<file path="src/sv/pcf_pkg.sv">
`timescale 1ns / 1ps
// ----------------------------------------------------------------------------
// pcf_pkg: shared types and constants for the polygon centroid fan core
// Widths of the ports and accumulators, default parameter values and the
// per-polygon job that passes from the accumulator to the divider side.
// ----------------------------------------------------------------------------
package pcf_pkg;

	localparam int COORD_W          = 16;
	localparam int AREA_W           = 40;
	localparam int MOM_W            = 64;
	localparam int DEN_W            = AREA_W + 2;
	localparam int QDEPTH           = 2;
	localparam int MAX_VERTICES_DEF = 64;
	localparam int COORD_BITS_DEF   = 16;

	typedef struct packed {
		logic [MOM_W-1:0]  mom_x;
		logic [MOM_W-1:0]  mom_y;
		logic [AREA_W-1:0] area;
		logic              degen;
	} job_t;

endpackage

</file>
<file path="src/sv/pcf_fifo.sv">
`timescale 1ns / 1ps
// ----------------------------------------------------------------------------
// pcf_fifo: short job queue
// Decouples the accumulator from the divider side; holds whole polygon jobs.
// ----------------------------------------------------------------------------
module pcf_fifo (
	input  logic           clk,
	input  logic           arst_n,
	input  logic           push,
	input  pcf_pkg::job_t  din,
	output logic           full,
	input  logic           pop,
	output pcf_pkg::job_t  dout,
	output logic           empty
);

	localparam int DEPTH = pcf_pkg::QDEPTH;
	localparam int IW    = (DEPTH > 1) ? $clog2(DEPTH) : 1;
	localparam int CW    = $clog2(DEPTH + 1);

	pcf_pkg::job_t  mem_q [DEPTH];
	logic [IW-1:0]  wr_q, rd_q;
	logic [CW-1:0]  cnt_q;
	logic           do_push, do_pop;

	assign full    = (cnt_q == CW'(DEPTH));
	assign empty   = (cnt_q == '0);
	assign do_push = push && !full;
	assign do_pop  = pop && !empty;
	assign dout    = mem_q[rd_q];

	always_ff @(posedge clk) begin
		if (do_push) begin
			mem_q[wr_q] <= din;
		end
	end

	always_ff @(posedge clk or negedge arst_n) begin
		if (!arst_n) begin
			wr_q  <= '0;
			rd_q  <= '0;
			cnt_q <= '0;
		end else begin
			if (do_push) begin
				wr_q <= (wr_q == IW'(DEPTH - 1)) ? '0 : wr_q + IW'(1);
			end
			if (do_pop) begin
				rd_q <= (rd_q == IW'(DEPTH - 1)) ? '0 : rd_q + IW'(1);
			end
			case ({do_push, do_pop})
				2'b10:   cnt_q <= cnt_q + CW'(1);
				2'b01:   cnt_q <= cnt_q - CW'(1);
				default: cnt_q <= cnt_q;
			endcase
		end
	end

endmodule

</file>
<file path="config.mk">
export PLATFORM = sky130hd
export DESIGN_NAME = pcf_fifo
export DESIGN_NICKNAME = d
export VERILOG_FILES = /design/src/sv/pcf_pkg.sv /design/src/sv/pcf_fifo.sv
export SDC_FILE = /design/constraint.sdc
export NUM_CORES = 1
export LEC_CHECK = 0
export BUFFER_PORTS_ARGS = -buffer_cell sky130_fd_sc_hd__buf_2
export CORE_AREA = 2 2 182 184
export CTS_CLUSTER_DIAMETER = 120
export DETAILED_ROUTE_END_ITERATION = 6
export DIE_AREA = 0 0 184 186
export GPL_ROUTABILITY_DRIVEN = 0
export PLACE_DENSITY_LB_ADDON = 0.1
export SLEW_MARGIN = 20
export SYNTH_ARGS = -nofsm -noshare
export SYNTH_HDL_FRONTEND = slang
export SYNTH_SLANG_ARGS = --single-unit
</file>
<file path="constraint.sdc">
create_clock -name clk -period 13.7 [get_ports clk]
set_clock_uncertainty 0.15 [all_clocks]
set_input_delay 1.37 -clock clk [delete_from_list [all_inputs] [get_ports clk]]
set_output_delay 1.37 -clock clk [all_outputs]
set_load 0.02 [all_outputs]
</file>
==> summary.txt <==
I/O Buffers: 343
final setup fails: 0
CTS clk-pin slew, worst paths: 0.06 ns
Pleak: 6.266 nW
Die H: 186 um
drt wl/cell: 18.60 um
Hold Crit Class: reg2reg
synth unique cells: 15
max_cap viols: 0
max_slew headroom: 31.20%
maximum VDD drop: 138.2 uV
status: finished clean
placed instance area: 14920 sq um
Syn. warnings: 0
IO Pins: 344
Worst Setup End Kind: output port
share of total power in the clock network: 24.8%
crit-path max FO: 54
DR vias/cell: 4.652
pin count of the biggest net entering global routing: 73
P_sw: 1.167 mW
H-Tree Level Count: 2
max-slew violations: 0
Area contributors post-synth: edfxtp_1 79%, mux2_4 12%, mux2_2 6.1%
Worst Path Class, Setup: reg2out
Clock Sinks: 342
Core Region: 32210 sq um
total CTS buffers: 37
residual DRC count: 0
Synth-to-Final Area Change: 25.53%
PwrDens: 227.1 nW/um^2
RSZ-0062 raised after global routing: no
drt pass-1 iters: 4
CTS Buffer Depth: 3
asr flop ratio synth: 1.170%
Clk Latency, worst-skew pair: 0.50 ns
1st-iter DRT viols: 387
post-CTS setup buffers: 0
sequential share of power: 41.3%
first-pass GRT wire length: 36520 um
Comb pwr share: 33.9%
Post-CTS Hold Buffers: 0
vias in the first global route: 6377
worst slew pin tran: 1.032 ns
syn nets: 718
initial antenna violation count: 8
via count: 6285
starting density of the core: 39.72%
Post-DRT Antenna Nets: 0
number of core rows: 66
Seq/Total Area, Yosys: 80.13%
WP data arrival: 2.96 ns
fin area: 16060 sq um
Netlist Area Pre-Place: 12790 sq um
r2r setup slk: 11.02 ns
register bit total from synthesis: 342
DRT Wirelength: 25130 um
Fin. Hold Viols: 0
Max Clock Freq: 0.2230 GHz
Synth top area share: 79.34%
DIE WIDTH: 184 um
Mapped Cells: 544
internal power component: 2.480 mW
total track usage: 14.10%
remaining global-route overflow: 0
Mean Syn Cell Area: 23.52 sq um
worst path required time: 12.18 ns
HPWL Detailed: 16730 um
Setup TNS Final: 0 ns
clk root buf: clkbuf_16
# resized after CTS: 0
CP Launch Type: flip-flop
commonest non-fill, non-tap cells in the layout: 343 x buf_2, 338 x edfxtp_1, 100 x mux2_4, 69 x mux2_2, 37 x clkbuf_16
number of synthesized flops with an enable pin: 338
cell type with the largest total area after synthesis: edfxtp_1
fraction of layout cells with a size suffix above 1: 61.02%
Post-synth top flop: edfxtp_1
min cycle time layout: 4.484 ns
switching share of power: 31.99%
die outline area: 34220 sq um
part of the cycle the worst path needs: 32.73%
final net count: 1089
most common cell after layout, fill and taps aside: buf_2
CTS tree: built
## logic make-up after synthesis
logic type               count (synthesis)  synth area share, %
XOR/XNOR                                 5               0.3424
flip-flops                             342                80.13
buffers and inverters                   20                1.359
adder cells (fa/ha/maj)                  1              0.09779
multiplexers                           169                17.81
AND/OR/NAND/NOR                          7               0.2641
## metal layers
layer / global-route usage [%] / wire length, um
met5: 0 / 58
met4: 4.128 / 511
met3: 6.711 / 2847
met2: 21.98 / 11480
met1: 17.54 / 10230
## cell type report
class	count	area, sq um
inverters	1	3.754
fillers	2713	16150
diodes	4	10.01
clock buffers	42	944.7
flip-flops and latches	342	10250
multi-input cells	182	2381
repair buffers	351	1797
well taps	408	510.5
clock inverters	21	157.7
## critical path, stage by stage (launching register included)
cell     delay, ns
dfrtp_4       0.72
buf_16        0.32
buf_4         0.80
mux2_4        0.36
buf_2         0.16
## flip-flops by register name, summed over array words and instances (netlist names)
| register | cells |
|---|---|
| wr_q | 1 |
| cnt_q | 2 |
| rd_q | 1 |
| mem_q | 338 |
## power by group through the flow
stage	registers [mW]	clock network, mW	logic [mW]
final	1.51	0.905	1.24
after global routing	1.53	0.977	1.32
after CTS	1.54	0.936	1.23
after detailed placement	1.56	0	1.22
after global placement	1.56	0	1.22
after floorplan	1.55	0	0.922
## Yosys cell counts (2+ instances only)
| library cell | instances |
|---|---|
| edfxtp_1 | 338 |
| mux2_4 | 100 |
| mux2_2 | 69 |
| buf_6 | 12 |
| buf_2 | 7 |
| dfrtp_1 | 4 |
| nor2_1 | 3 |
| xnor2_1 | 3 |
| xor2_1 | 2 |
## path summary, 6_finish.rpt
| kind | endpoint | cells past startpoint | startpoint |
|---|---|---|---|
| setup / recovery | dout[115] | 4 | rd_q |
| hold / removal | cnt_q[1] | 1 | cnt_q[1] |
| setup reg to reg | mem_q[1][41] | 3 | cnt_q[0] |
| hold reg to reg | cnt_q[1] | 1 | cnt_q[1] |
| max in group asynchronous | rd_q | 1 | arst_n |
| min in group asynchronous | rd_q | 1 | arst_n |
## stage by stage
| step | worst slack (ns) | instances | power (mW) | utilization (%) | hold slack [ns] |
|---|---|---|---|---|---|
| floorplan | 4.374 | 544 | 2.469 | - | 0.3108 |
| global placement | 9.471 | 1283 | 2.778 | 46.32 | 0.3557 |
| detailed placement | 9.461 | 1283 | 2.783 | 46.32 | 0.3530 |
| CTS | 8.910 | 1346 | 3.701 | 49.74 | 0.3648 |
| global route | 9.072 | 1348 | 3.827 | 49.84 | 0.3849 |
| finish | 9.216 | 1351 | 3.647 | 49.86 | 0.3607 |
Power figures use the tool's default switching activity.
