==> src/sv/pcf_pkg.sv <==
`timescale 1ns / 1ps
// ----------------------------------------------------------------------------
// pcf_pkg: shared types and constants for the polygon centroid fan core
// Widths of the ports and accumulators, default parameter values and the
// per-polygon job that passes from the accumulator to the divider side.
// ----------------------------------------------------------------------------
package pcf_pkg;

	localparam int COORD_W          = 16;
	localparam int AREA_W           = 40;
	localparam int MOM_W            = 64;
	localparam int DEN_W            = AREA_W + 2;
	localparam int QDEPTH           = 2;
	localparam int MAX_VERTICES_DEF = 64;
	localparam int COORD_BITS_DEF   = 16;

	typedef struct packed {
		logic [MOM_W-1:0]  mom_x;
		logic [MOM_W-1:0]  mom_y;
		logic [AREA_W-1:0] area;
		logic              degen;
	} job_t;

endpackage

==> src/sv/pcf_div.sv <==
`timescale 1ns / 1ps
// ----------------------------------------------------------------------------
// pcf_div: radix-2 restoring divider
// One quotient bit per cycle; done pulses for a single cycle as the final
// quotient and remainder are registered.
module pcf_div #(
	parameter int NUM_W = pcf_pkg::MOM_W,
	parameter int DEN_W = pcf_pkg::DEN_W
) (
	input  logic             clk,
	input  logic             arst_n,
	input  logic             start,
	input  logic [NUM_W-1:0] num,
	input  logic [DEN_W-1:0] den,
	output logic             done,
	output logic [NUM_W-1:0] quot,
	output logic [DEN_W-1:0] rem
);

	localparam int CW = $clog2(NUM_W + 1);

	logic [DEN_W-1:0] rem_q, den_q;
	logic [NUM_W-1:0] quo_q;
	logic [CW-1:0]    cnt_q;
	logic             busy_q, done_q;
	logic [DEN_W:0]   trial, diff;
	logic             ge;

	assign trial = {rem_q, quo_q[NUM_W-1]};
	assign ge    = (trial >= {1'b0, den_q});
	assign diff  = trial - {1'b0, den_q};
	assign done  = done_q;
	assign quot  = quo_q;
	assign rem   = rem_q;

	always_ff @(posedge clk or negedge arst_n) begin
		if (!arst_n) begin
			busy_q <= 1'b0;
			done_q <= 1'b0;
			cnt_q  <= '0;
			rem_q  <= '0;
			quo_q  <= '0;
			den_q  <= '0;
		end else begin
			done_q <= !start && busy_q && (cnt_q == CW'(1));
			if (start) begin
				rem_q  <= '0;
				quo_q  <= num;
				den_q  <= den;
				cnt_q  <= CW'(NUM_W);
				busy_q <= 1'b1;
			end else if (busy_q) begin
				rem_q <= ge ? diff[DEN_W-1:0] : trial[DEN_W-1:0];
				quo_q <= {quo_q[NUM_W-2:0], ge};
				cnt_q <= cnt_q - CW'(1);
				if (cnt_q == CW'(1)) begin
					busy_q <= 1'b0;
				end
			end
		end
	end

endmodule

==> src/sv/pcf_back.sv <==
`timescale 1ns / 1ps
// ----------------------------------------------------------------------------
// pcf_back: centroid division and result register
// Takes one job at a time, divides both moments by three times the area on a
// shared divider, rounds and clips, and holds the result until popped.
// ----------------------------------------------------------------------------
module pcf_back #(
	parameter int COORD_BITS = pcf_pkg::COORD_BITS_DEF
) (
	input  logic                         clk,
	input  logic                         arst_n,
	input  pcf_pkg::job_t                job,
	input  logic                         job_empty,
	output logic                         job_pop,
	output logic [pcf_pkg::COORD_W-1:0]  centroid_x,
	output logic [pcf_pkg::COORD_W-1:0]  centroid_y,
	output logic                         degenerate,
	output logic                         saturated,
	output logic                         empty,
	input  logic                         pop
);

	localparam int MOM_W   = pcf_pkg::MOM_W;
	localparam int AREA_W  = pcf_pkg::AREA_W;
	localparam int DEN_W   = pcf_pkg::DEN_W;
	localparam int COORD_W = pcf_pkg::COORD_W;
	localparam int QW      = MOM_W + 1;

	typedef enum logic [1:0] {B_IDLE, B_DIVX, B_DIVY, B_HOLD} state_t;

	state_t               state_q;
	logic [DEN_W-1:0]     den_q;
	logic [MOM_W-1:0]     num_y_q;
	logic                 neg_x_q, neg_y_q, den_neg_q;
	logic [COORD_W-1:0]   px_q, py_q;
	logic                 pdeg_q, psat_q;
	logic [COORD_W-1:0]   out_x_q, out_y_q;
	logic                 out_deg_q, out_sat_q, out_valid_q;

	logic                 hd_neg;
	logic [AREA_W-1:0]    a_mag;
	logic [DEN_W-1:0]     den_mag;
	logic [MOM_W-1:0]     num_x_mag, num_y_mag;
	logic                 div_start, div_done;
	logic [MOM_W-1:0]     div_num, div_quot;
	logic [DEN_W-1:0]     div_den, div_rem;
	logic                 rnd, cur_neg, csat, out_free, out_load;
	logic [QW-1:0]        q_r, lim;
	logic [COORD_W-1:0]   coord;

	assign hd_neg    = job.area[AREA_W-1];
	assign a_mag     = hd_neg ? (~job.area + AREA_W'(1)) : job.area;
	assign den_mag   = {2'b00, a_mag} + {1'b0, a_mag, 1'b0};
	assign num_x_mag = job.mom_x[MOM_W-1] ? (~job.mom_x + MOM_W'(1)) : job.mom_x;
	assign num_y_mag = job.mom_y[MOM_W-1] ? (~job.mom_y + MOM_W'(1)) : job.mom_y;

	assign job_pop   = (state_q == B_IDLE) && !job_empty;
	assign div_start = (job_pop && !job.degen) || ((state_q == B_DIVX) && div_done);
	assign div_num   = (state_q == B_IDLE) ? num_x_mag : num_y_q;
	assign div_den   = (state_q == B_IDLE) ? den_mag : den_q;

	pcf_div #(
		.NUM_W (MOM_W),
		.DEN_W (DEN_W)
	) u_div (
		.clk    (clk),
		.arst_n (arst_n),
		.start  (div_start),
		.num    (div_num),
		.den    (div_den),
		.done   (div_done),
		.quot   (div_quot),
		.rem    (div_rem)
	);

	// round half away from zero, then clip to the coordinate range
	assign lim     = {{(QW-COORD_BITS){1'b0}}, {COORD_BITS{1'b1}}};
	assign rnd     = ({div_rem, 1'b0} >= {1'b0, den_q});
	assign q_r     = {1'b0, div_quot} + QW'(rnd);
	assign cur_neg = (state_q == B_DIVX) ? neg_x_q : neg_y_q;

	always_comb begin
		coord = '0;
		csat  = 1'b0;
		if (q_r == '0) begin
			coord = '0;
		end else if (cur_neg != den_neg_q) begin
			csat = 1'b1;
		end else if (q_r > lim) begin
			coord = lim[COORD_W-1:0];
			csat  = 1'b1;
		end else begin
			coord = q_r[COORD_W-1:0];
		end
	end

	assign out_free   = !out_valid_q || pop;
	assign out_load   = (state_q == B_HOLD) && out_free;
	assign empty      = !out_valid_q;
	assign centroid_x = out_x_q;
	assign centroid_y = out_y_q;
	assign degenerate = out_deg_q;
	assign saturated  = out_sat_q;

	always_ff @(posedge clk or negedge arst_n) begin
		if (!arst_n) begin
			state_q     <= B_IDLE;
			den_q       <= '0;
			num_y_q     <= '0;
			neg_x_q     <= 1'b0;
			neg_y_q     <= 1'b0;
			den_neg_q   <= 1'b0;
			px_q        <= '0;
			py_q        <= '0;
			pdeg_q      <= 1'b0;
			psat_q      <= 1'b0;
			out_x_q     <= '0;
			out_y_q     <= '0;
			out_deg_q   <= 1'b0;
			out_sat_q   <= 1'b0;
			out_valid_q <= 1'b0;
		end else begin
			out_valid_q <= out_load || (out_valid_q && !pop);
			unique case (state_q)
				B_IDLE: begin
					if (job_pop) begin
						den_q     <= den_mag;
						num_y_q   <= num_y_mag;
						neg_x_q   <= job.mom_x[MOM_W-1];
						neg_y_q   <= job.mom_y[MOM_W-1];
						den_neg_q <= hd_neg;
						px_q      <= '0;
						py_q      <= '0;
						psat_q    <= 1'b0;
						pdeg_q    <= job.degen;
						state_q   <= job.degen ? B_HOLD : B_DIVX;
					end
				end
				B_DIVX: begin
					if (div_done) begin
						px_q    <= coord;
						psat_q  <= csat;
						state_q <= B_DIVY;
					end
				end
				B_DIVY: begin
					if (div_done) begin
						py_q    <= coord;
						psat_q  <= psat_q || csat;
						state_q <= B_HOLD;
					end
				end
				B_HOLD: begin
					if (out_load) begin
						out_x_q   <= px_q;
						out_y_q   <= py_q;
						out_deg_q <= pdeg_q;
						out_sat_q <= psat_q;
						state_q   <= B_IDLE;
					end
				end
				default: state_q <= B_IDLE;
			endcase
		end
	end

endmodule

==> config.mk <==
export PLATFORM = sky130hd
export DESIGN_NAME = pcf_back
export DESIGN_NICKNAME = d
export VERILOG_FILES = /design/src/sv/pcf_pkg.sv /design/src/sv/pcf_div.sv /design/src/sv/pcf_back.sv
export SDC_FILE = /design/constraint.sdc
export NUM_CORES = 1
export LEC_CHECK = 0
export BUFFER_PORTS_ARGS = -buffer_cell sky130_fd_sc_hd__buf_2
export CAP_MARGIN = 20
export CORE_MARGIN = 5
export CORE_UTILIZATION = 30
export DETAILED_ROUTE_END_ITERATION = 16
export SETUP_SLACK_MARGIN = 0.3
export SYNTH_ARGS = -nofsm -noshare
export SYNTH_HDL_FRONTEND = slang
export SYNTH_HIERARCHICAL = 1
export SYNTH_SLANG_ARGS = --single-unit
==> constraint.sdc <==
create_clock -name clk -period 10.15 [get_ports clk]
set_input_delay 0 -clock clk [delete_from_list [all_inputs] [get_ports clk]]
set_output_delay 0 -clock clk [all_outputs]
set_load 0.05 [all_outputs]
==> results.md, run 1 <==
- Top layer used by detailed routing: met5
- Initial antenna violation count: 14
- Die area: around 91000 sq um
- Hold WS: 51.93 ps
- Total GRT Usage: between 15 and 20%
- DR pass1 iterations: 6
- Avg Cell Area, Syn: slightly above 8 sq um
- Max Clock Skew: approximately 33 ps
- Clock Latency Late Sink: just under 600 ps
- Power Density: about 110 nW/um^2
- Pin count of the biggest net entering global routing: 107
- Number of max-cap violations: 0
- Final cell count without fillers: 4558
- Final Max Tran Viols: 0
- Syn_nets: about 3400
- Wire length per cell: roughly 18 um
- Buffers on Ports: about 210
- Tcrit/Tclk final: roughly three fifths
- Post-route DRC: 0
- Ports: 209
- 1st-iter DRT viols: between 1500 and 2000
- Proportion of layout cells with a drive suffix above 1: 12.11%
- RePlAce Congestion: between 0.9 and 1
- Layout Nets: ~3700
- CP Max Fanout: 33
- Global-route wire length before repair: ~130000 um
- Critical path endpoint category: flip-flop
- Slew HR: 30.21%
- Drt total wl: between 80000 and 90000 um
- Final setup fails: 0
- Post-Syn Area: between 20000 and 30000 sq um
- Filler Cells Inserted: around 9000
- Number of enable flip-flop cells after synthesis: 0
- Placed inst area: 27580 sq um
- Area Overhead vs Synth: 19.62%
- Crit path time final: ~6000 ps
- Core Rows: 107
- RSZ-0062 raised after global routing: false
- Final core occ: 36.00%
- Setup TNS Final: 0 ps
- Yosys warns: 6
- Antenna viol nets, final: 0
- Final Hold Viols: 0
- Vias in the first global route: between 20000 and 25000
- Reg area: between 8000 and 9000 sq um
- CP required: between 10000 and 15000 ps
- WS Path Type: reg -> reg
- # clock sinks: between 300 and 400
- Worst EP arrival: around 6500 ps
- Core ar.: roughly 85000 sq um
- Pre-CTS setup slack: 4179 ps
- Met3 WL: 5029 um
- Via-to-Cell Ratio: around 5.3
- Clk root buf: clkbuf_16
- Status: completed
- Syn Inst Count: between 3000 and 4000
- Leakage: about 13 nW
- WL met1: ~38000 um
- Worst hold path type: in -> reg
- CTS resizes: 0
- Clk pin slew, worst setup/hold paths: roughly 60 ps
- Number of buffers created by CTS: 41
- Ys flop type: dfrtp_1
- Placed insts: 4312
- Worst-Margin Slew: between 1000 and 1500 ps
- Post-CTS setup buffers: 0
- Sequential area share after synthesis: between 30 and 40%
- CTS tree: built
- Dpl hpwl: roughly 60000 um
- Total grt overflow: 0
- Synth async-reset ratio: 100.0%
- Design Area, Final: 30560 sq um
- CP Launch Type: flip-flop
- Initial core utilization: a little under a third
- Die Span X: 301.8 um
- Peak VDD IR: approximately 0.0001 V
- Vias: around 24000
- Wire length on met2: 36880 um
- Area of the multi-input gates: ~16000 sq um
- CTS H-tree depth: 2
- Clock buffer depth: 3
- Yosys cell types: 88
- Register bit total from synthesis: 337
- Power consumption: between 3 and 4 mW
- Maximum clock frequency: around 160 MHz
- Die height: between 300 and 400 um
- Final worst slack: between 4000 and 5000 ps
-- critical path, cell delays in order, from the launching register on --
cell      delay (ps)
dfrtp_1          410
ha_1             320
nand2_1           70
or3_1            400
nor3_1           430
o21ai_0          160
a21oi_1          240
o221ai_1         220
nand4_1          270
ha_1             260
ha_1             210
and3_1           400
and3_1           480
nand2_1          120
nor4_1           310
mux2_2           370
o21ai_0          150
o211ai_1         120
nor4_2           310
buf_4            400
a41oi_1          190
-- layer usage --
metal | up-vias | GRT usage (%)
li1 | 11720 | -
met4 | 4 | 5.846
met2 | 789 | 28.06
met5 | - | 0
met1 | 11550 | 24.84
met3 | 185 | 2.462
-- final timing paths --
| check | start | slack, ps | depth (start not counted) | end |
|---|---|---|---|---|
| max | u_div/rem[25] | 4080 | 20 | px_q[5] |
| min | job[141] | 50 | 5 | u_div/quot[36] |
| max reg2reg | u_div/rem[25] | 4080 | 20 | px_q[5] |
| min reg2reg | num_y_q[14] | 480 | 2 | num_y_q[14] |
| max in group asynchronous | arst_n | 8000 | 4 | u_div/quot[59] |
| min in group asynchronous | arst_n | 80 | 2 | num_y_q[31] |
-- cell usage in the layout, fill, tap and decap left out, drive strengths merged, types with 135 or more instances in the layout --
cell / n
o21ai: 347
dfrtp: 337
ha: 135
xor2: 149
dlygate4sd3: 162
nor2: 205
a21oi: 219
buf: 231
inv: 135
nand2: 440
-- cell families (layout without fill, tap and decap cells) --
logic type	after synthesis	count (layout)	synth area share, %
simple gates	1032	1032	19.04
mux	140	140	5.804
xor+xnor	256	256	8.777
flops	337	337	33.01
compound gates	905	905	22.09
fa+ha+maj	137	137	6.769
buf+inv	300	594	4.511
other cells	0	13	0
-- synth_stat cells, types with 5 or more instances --
master,n,area (sq um)
a2111oi_0,5,43.79
a211oi_1,13,97.59
a21o_1,37,277.8
a21oi_1,219,1096
a311oi_1,32,280.3
a31o_2,5,43.79
a31oi_1,28,175.2
a41oi_1,38,332.8
and2_1,16,100.1
and3_1,31,193.9
and4_1,7,61.31
buf_1,11,41.29
buf_2,20,100.1
clkbuf_1,136,510.5
dfrtp_1,337,8433
ha_1,135,1689
inv_1,131,491.7
mux2_2,65,732.0
mux2i_1,75,750.7
nand2_1,439,1648
nand2b_1,23,143.9
nand3_1,73,365.4
nand4_1,47,294.0
nand4b_1,6,52.55
nor2_1,204,765.7
nor2b_1,23,143.9
nor3_1,50,250.2
nor4_1,25,156.4
o211ai_1,11,82.58
o21a_1,19,142.6
o21ai_0,344,1722
o21bai_1,9,67.56
o22ai_1,8,50.05
o31ai_1,46,345.3
o31ai_2,5,62.56
o41ai_1,33,289.0
or2_2,13,81.33
or3_1,24,150.1
or4_1,20,150.1
xnor2_1,107,937.2
xor2_1,149,1305
-- sequential cells by signal, indices dropped and copies added (netlist names), 2 cells and up --
register     flops
centroid_x      16
centroid_y      16
den_q           42
num_y_q         64
px_q            16
py_q            16
state_q          2
u_div/cnt_q      7
u_div/den_q     42
u_div/quot      64
u_div/rem       42
-- final cells by class --
| cell class | instances | share of cell area, % |
|---|---|---|
| multi-input cells | 2470 | 52.38 |
| diodes | 13 | 0.1065 |
| clock inverters | 12 | 0.5323 |
| repair buffers | 394 | 9.393 |
| inverters | 132 | 1.621 |
| well taps | 1144 | 4.684 |
| clock buffers | 56 | 3.673 |
| flip-flops and latches | 337 | 27.61 |
-- power breakdown --
| part | total, mW | internal, mW | switching [mW] | leakage (nW) |
|---|---|---|---|---|
| Sequential | 1.34 | 1.34 | 0 | 4.22 |
| Combinational | 0.568 | 0.229 | 0.338 | 8.55 |
| Clock | 1.45 | 0.851 | 0.598 | 0.624 |
| Total | 3.36 | 2.42 | 0.937 | 13.4 |
-- what timing repair did --
| item | 4_1_cts | 5_1_grt |
|---|---|---|
| hold buffers | 161 | 1 |
| endpoints found under the setup margin | 0 | 0 |
| hold endpoints to repair | 226 | 1 |
Note: power is estimated with default switching activity, not from simulation.
==> run 2, diff against run 1 <==
==> constraint.sdc (replaced) <==
create_clock -name clk -period 4.92 [get_ports clk]
set_input_delay 0 -clock clk [delete_from_list [all_inputs] [get_ports clk]]
set_output_delay 0 -clock clk [all_outputs]
set_load 0.05 [all_outputs]
==> run 2 against run 1 <==
Compared with the run above: the flow now finishes with violations (negative hold slack, negative setup slack); count of clock-buffer cells in the layout increased by 1; highest routed layer is now met4; via count increased by 2.3%; fmax increased by 22%.
==> results.md, run 2 (synthesis gave the netlist of run 1 again) <==
- Status: complete, but fails checks
- Violated checks: negative hold slack, negative setup slack
- Crit path max-delay cell type: or4_4
- Via-to-Cell Ratio: roughly 5.3
- CTS tree: built
- RePlAce Congestion: around 0.92
- Final setup fails: 33
- # clock sinks: roughly 340
- Vias: ~25000
- Commonest cells after routing, fill and taps aside: nand2_1, dfrtp_1, o21ai_0
- Final core occ: between 30 and 40%
- Critical path endpoint category: flip-flop
- Met2 usage: a little under a third
- RSZ-0062 raised after global routing: true
- Tcrit/Tclk final: 101.3%
- Number of buffers created by CTS: 40
- Total grt overflow: 0
- Max Clock Skew: roughly 25 ps
- Reg-to-reg critical path endpoint: px_q[1]
- Clk pin slew, worst setup/hold paths: ~60 ps
- Dpl hpwl: 62630 um
- Reg2Reg Launch Point: u_div/rem[0]
- CP Launch Type: flip-flop
- Peak VDD IR: around 0.00021 V
- M1 GR Usage: 24.44%
- Crit path buffers/inverters: 4
- Worst-Margin Slew: about 860 ps
- Die height: 301.8 um
- Leakage: approximately 14 nW
- CP Max Fanout: 8
- Die Span X: 301.8 um
- WS Path Type: reg -> reg
- Wire length per cell: around 18 um
- Final worst slack: -65.93 ps
- CP required: 5360 ps
- Worst-case reg-to-reg path depth: 25
- Placed inst area: 28730 sq um
- Antenna viol nets, final: 0
- Die area: a little over 90000 sq um
- Post-route DRC: 0
- Commonest non-fill, non-tap cell in the layout: nand2_1
- Delay-heaviest family, CP: compound AO/OA/AOI/OAI gates
- Pin count of the biggest net entering global routing: around 180
- Area Overhead vs Synth: 25.66%
- Total GRT Usage: between 15 and 20%
- Design Area, Final: about 32000 sq um
- Final Hold Viols: 13
- CP peak stage delay: 510 ps
- Clock buffer depth: 3
- Clock Latency Late Sink: 570 ps
- Slew HR: 42.37%
- Power Density: 213.7 nW/um^2
- Initial antenna violation count: 6
- Drt total wl: 86070 um
- Maximum clock frequency: 200.6 MHz
- CTS H-tree depth: 2
- Critical path's most frequent cell: o21a_1
- Worst hold path type: in -> async
- Buffers on Ports: approximately 210
- DR pass1 iterations: 7
- Proportion of layout cells with a drive suffix above 1: between 10% and 20%
- Core ar.: 84880 sq um
- Core Rows: 107
- 1st-iter DRT viols: 1943
- Vias in the first global route: about 24000
- Ports: between 200 and 250
- Pre-CTS setup slack: -646.4 ps
- Layout Nets: around 3800
- Number of max-cap violations: 0
- GRT Max-Usage Layer: met2
- Worst EP arrival: around 5400 ps
- Hold WS: -20.50 ps
- Reg-to-reg slack, setup: -70 ps
- Met3 Resource Use GR: under 10%
- Clk root buf: clkbuf_16
- Global-route wire length before repair: between 100000 and 150000 um
- Final Max Tran Viols: 0
- Crit path time final: between 4000 and 5000 ps
- Initial core utilization: between 30 and 40%
## run 2: how the worst max path moves through the flow
| stage | from | cells past startpoint | to | slack [ps] |
|---|---|---|---|---|
| 2_1_floorplan | u_div/rem[19] | 25 | px_q[0] | 250 |
| 3_3_place_gp | den_q[26] | 25 | px_q[0] | -440 |
| 3_5_place_dp | u_div/rem[25] | 24 | py_q[12] | -650 |
| 4_1_cts | u_div/rem[0] | 25 | py_q[12] | -90 |
| 5_1_grt | den_q[20] | 28 | px_q[11] | -270 |
| 6_report | u_div/rem[0] | 25 | px_q[1] | -70 |
## run 2: power by group
part	leakage (nW)	switching, mW	internal, mW
logic	9.39	0.681	0.549
registers	4.22	0	2.77
clock network	0.590	1.27	1.58
## run 2: repair_timing
action,CTS,global route
hold endpoints to repair,357,0
resized for setup,38,47
endpoints found under the setup margin,34,45
hold buffers,156,0
pin swaps,11,23
buffers inserted,6,1
cloned,3,2
## run 2: cell type report
class | count | area, sq um
antenna | 6 | 15.01
clock buffer | 57 | 1115
clock inverter | 12 | 88.84
fill | 8716 | 52780
inverter | 132 | 495.5
multi-input combinational | 2470 | 16480
sequential | 337 | 8437
tap | 1144 | 1431
timing repair buffer | 525 | 4035
## run 2: through the flow
step           power (mW)  hold slack [ps]  instances  setup TNS [ps]
5_1_grt             7.150            25.02       4683           -7995
4_1_cts             6.907            3.002       4673           -1901
3_3_place_gp        3.906           -15.33       4439          -15290
3_5_place_dp        3.914           -11.22       4439          -22080
6_report            6.859           -20.50       4683           -1174
2_1_floorplan       3.449           -295.6       3107               0
## run 2: per-layer routing
metal | wire, um | up-vias | share of wire (%)
met2 | 40950 | 674 | 48
met5 | 0 | - | 0
met1 | 38870 | 11980 | 45
met4 | 2593 | 0 | 3.0
li1 | - | 12010 | -
met3 | 3648 | 153 | 4.2
==> run 3, diff against run 2 <==
--- a/config.mk
+++ b/config.mk
@@ -7,10 +7,12 @@
 export LEC_CHECK = 0
 export BUFFER_PORTS_ARGS = -buffer_cell sky130_fd_sc_hd__buf_2
 export CAP_MARGIN = 20
+export CORE_ASPECT_RATIO = 1.1
 export CORE_MARGIN = 5
 export CORE_UTILIZATION = 30
 export DETAILED_ROUTE_END_ITERATION = 16
 export SETUP_SLACK_MARGIN = 0.3
+export SLEW_MARGIN = 10
 export SYNTH_ARGS = -nofsm -noshare
 export SYNTH_HDL_FRONTEND = slang
 export SYNTH_HIERARCHICAL = 1
==> run 3 against run 2 <==
Compared with the run above: the run ends with negative setup slack left; setup slack worse by 38 ps; cell area up 1.5%; register-to-register slack worse by 40 ps; clock power up 26%; die area about the same; sequential share of layout area down 0.38 points; non-clock buffer count up 12; power up 11%; via count up 0.52%; critical endpoint is now py_q[7]; largest power group unchanged; highest routed layer unchanged.
==> results.md, run 3 (synthesis gave the netlist of run 1 again) <==
- Post-route DRC: 0
- Final Max Tran Viols: 0
- Area Overhead vs Synth: 27.51%
- Placed insts: between 4000 and 5000
- Buffers on Ports: between 200 and 250
- Commonest non-fill, non-tap cell in the layout: nand2_1
- Total GRT Usage: a little under a fifth
- Status: complete, but fails checks
- 1st-iter DRT viols: around 1800
- Critical path's most frequent cell: o21a_1
- Final core occ: slightly below 40%
- # clock sinks: 337
- Initial core utilization: 30.18%
- Die height: 316.1 um
- Worst EP arrival: around 5500 ps
- Dpl hpwl: about 64000 um
- Total grt overflow: 0
- Leakage: 14.42 nW
- Final Hold Viols: 0
- Wire length per cell: 18.65 um
- Pin count of the biggest net entering global routing: 180
- CP Launch Type: flip-flop
- CTS H-tree depth: 2
- Violated checks: negative setup slack
- Power Density: around 230 nW/um^2
- Antenna viol nets, final: 0
- Tcrit/Tclk final: 102.1%
- Peak VDD IR: 0.0002462 V
- Placed inst area: around 29000 sq um
- Maximum clock frequency: ~200 MHz
- Max Clock Skew: 27.10 ps
- Proportion of layout cells with a drive suffix above 1: between 10% and 20%
- Clk pin slew, worst setup/hold paths: 60 ps
- Drt total wl: about 88000 um
- Global-route wire length before repair: 138500 um
- WS Path Type: reg -> reg
- Slew HR: between 20% and 30%
- Worst hold path type: in -> async
- CP Max Fanout: 8
- Hold WS: ~14 ps
- Crit path max-delay cell type: or4_4
- Crit path time final: 5023 ps
- Die area: between 90000 and 100000 sq um
- DR pass1 iterations: 6
- Clk root buf: clkbuf_16
- Final cell count without fillers: between 4000 and 5000
- RePlAce Congestion: between 0.8 and 0.9
- CP required: 5370 ps
- Delay-heaviest family, CP: compound AO/OA/AOI/OAI gates
- Initial antenna violation count: 7
- CP Cell Sequence: inv_2 > ha_4 > nor2b_4 > o21a_1 > o21a_1 > o21a_1 > o21a_1 > o21a_1 > o211ai_1 > a21oi_2 > o221ai_4 > nand4_1 > ha_4 > ha_4 > and3_4 > and3_4 > a41o_1 > a21oi_1 > o211ai_1 > or4_4 > nor3_4 > buf_12 > clkbuf_16 > a41oi_1
- Number of buffers created by CTS: 43
- Vias in the first global route: approximately 25000
- Number of max-cap violations: 0
- CTS tree: built
- Layout Nets: roughly 3800
- Worst-Margin Slew: roughly 1100 ps
- Area of the multi-input gates: ~16000 sq um
- Commonest cells after routing, fill and taps aside: nand2_1, o21ai_0, dfrtp_1
- Critical path endpoint category: flip-flop
- Via-to-Cell Ratio: about 5.3
- Core Rows: 112
- Ports: about 210
- CP peak stage delay: roughly 470 ps
- Design Area, Final: 32570 sq um
- Final setup fails: 33
- Clock buffer depth: 3
- Vias: 24950
- Filler Cells Inserted: 8641
- Clock Latency Late Sink: 590 ps
- Reg area: 8437 sq um
- RSZ-0062 raised after global routing: true
- Die Span X: approximately 290 um
- Core ar.: 84640 sq um
- Crit path buffers/inverters: 3
- Final worst slack: -103.5 ps
-- run 3: changes by cell type in the layout (fill, tap and decap cells not counted), moves of 4 or more --
cell	delta
bufinv_16	+9
buf_4	+12
clkbuf_1	-9
a21oi_2	-4
o21ai_0	+4
a21oi_1	+4
clkbuf_16	+5
-- run 3: final cells by class --
| type | instances | area share, % |
|---|---|---|
| antenna | 5 | 0.03841 |
| inverter | 132 | 1.521 |
| timing repair buffer | 537 | 12.72 |
| sequential | 337 | 25.90 |
| multi-input combinational | 2470 | 50.48 |
| clock buffer | 56 | 3.830 |
| tap | 1140 | 4.379 |
| clock inverter | 22 | 1.129 |
-- run 3: where the power goes --
part           internal, mW  switching [mW]
Clock                  2.26            1.32
Combinational         0.548           0.693
Sequential             2.77               0
-- run 3: per-stage QoR --
step / setup slack (ps) / power [mW] / TNS [ps]
after floorplan: 247.6 / 3.449 / 0
after global placement: -300.0 / 3.924 / -10480
after detailed placement: -327.0 / 3.931 / -11230
after CTS: -73.03 / 7.677 / -1713
after global routing: -329.7 / 7.906 / -9863
final: -103.5 / 7.599 / -2262
-- run 3: worst paths after layout --
kind | startpoint | endpoint | slack, ps | depth (start not counted)
max | den_q[1] | py_q[7] | -100 | 24
min | arst_n | den_q[22] | 10 | 2
max reg2reg | den_q[1] | py_q[7] | -100 | 24
min reg2reg | neg_x_q | neg_x_q | 470 | 2
max in group asynchronous | arst_n | saturated | 3680 | 3
min in group clk | job[150] | u_div/quot[45] | 30 | 5
-- run 3: what timing repair did --
item                       in CTS  in global routing
setup endpoints to repair      33                 47
hold buffers                  156                  0
hold endpoints to repair      199                  0
setup buffers                   4                  5
resized for setup              20                 47
pin swaps                       7                 33
gates cloned                    3                  2
-- run 3: worst register-to-register path: cells and delay by family (launching register included) --
kind | cells | cell delay, ps
and+or+nand+nor | 6 | 1450
AOI/OAI and AO/OA | 12 | 2010
DFF | 1 | 370
buffers and inverters | 3 | 430
adders and majority gates | 3 | 640
-- run 3: layer usage --
metal	track usage [%]	vias to the layer above	share of wire, %
met5	0	-	0
met3	2.365	144	5.1
met1	24.08	12040	43
li1	-	12030	-
met4	5.625	0	2.8
met2	32.92	732	49
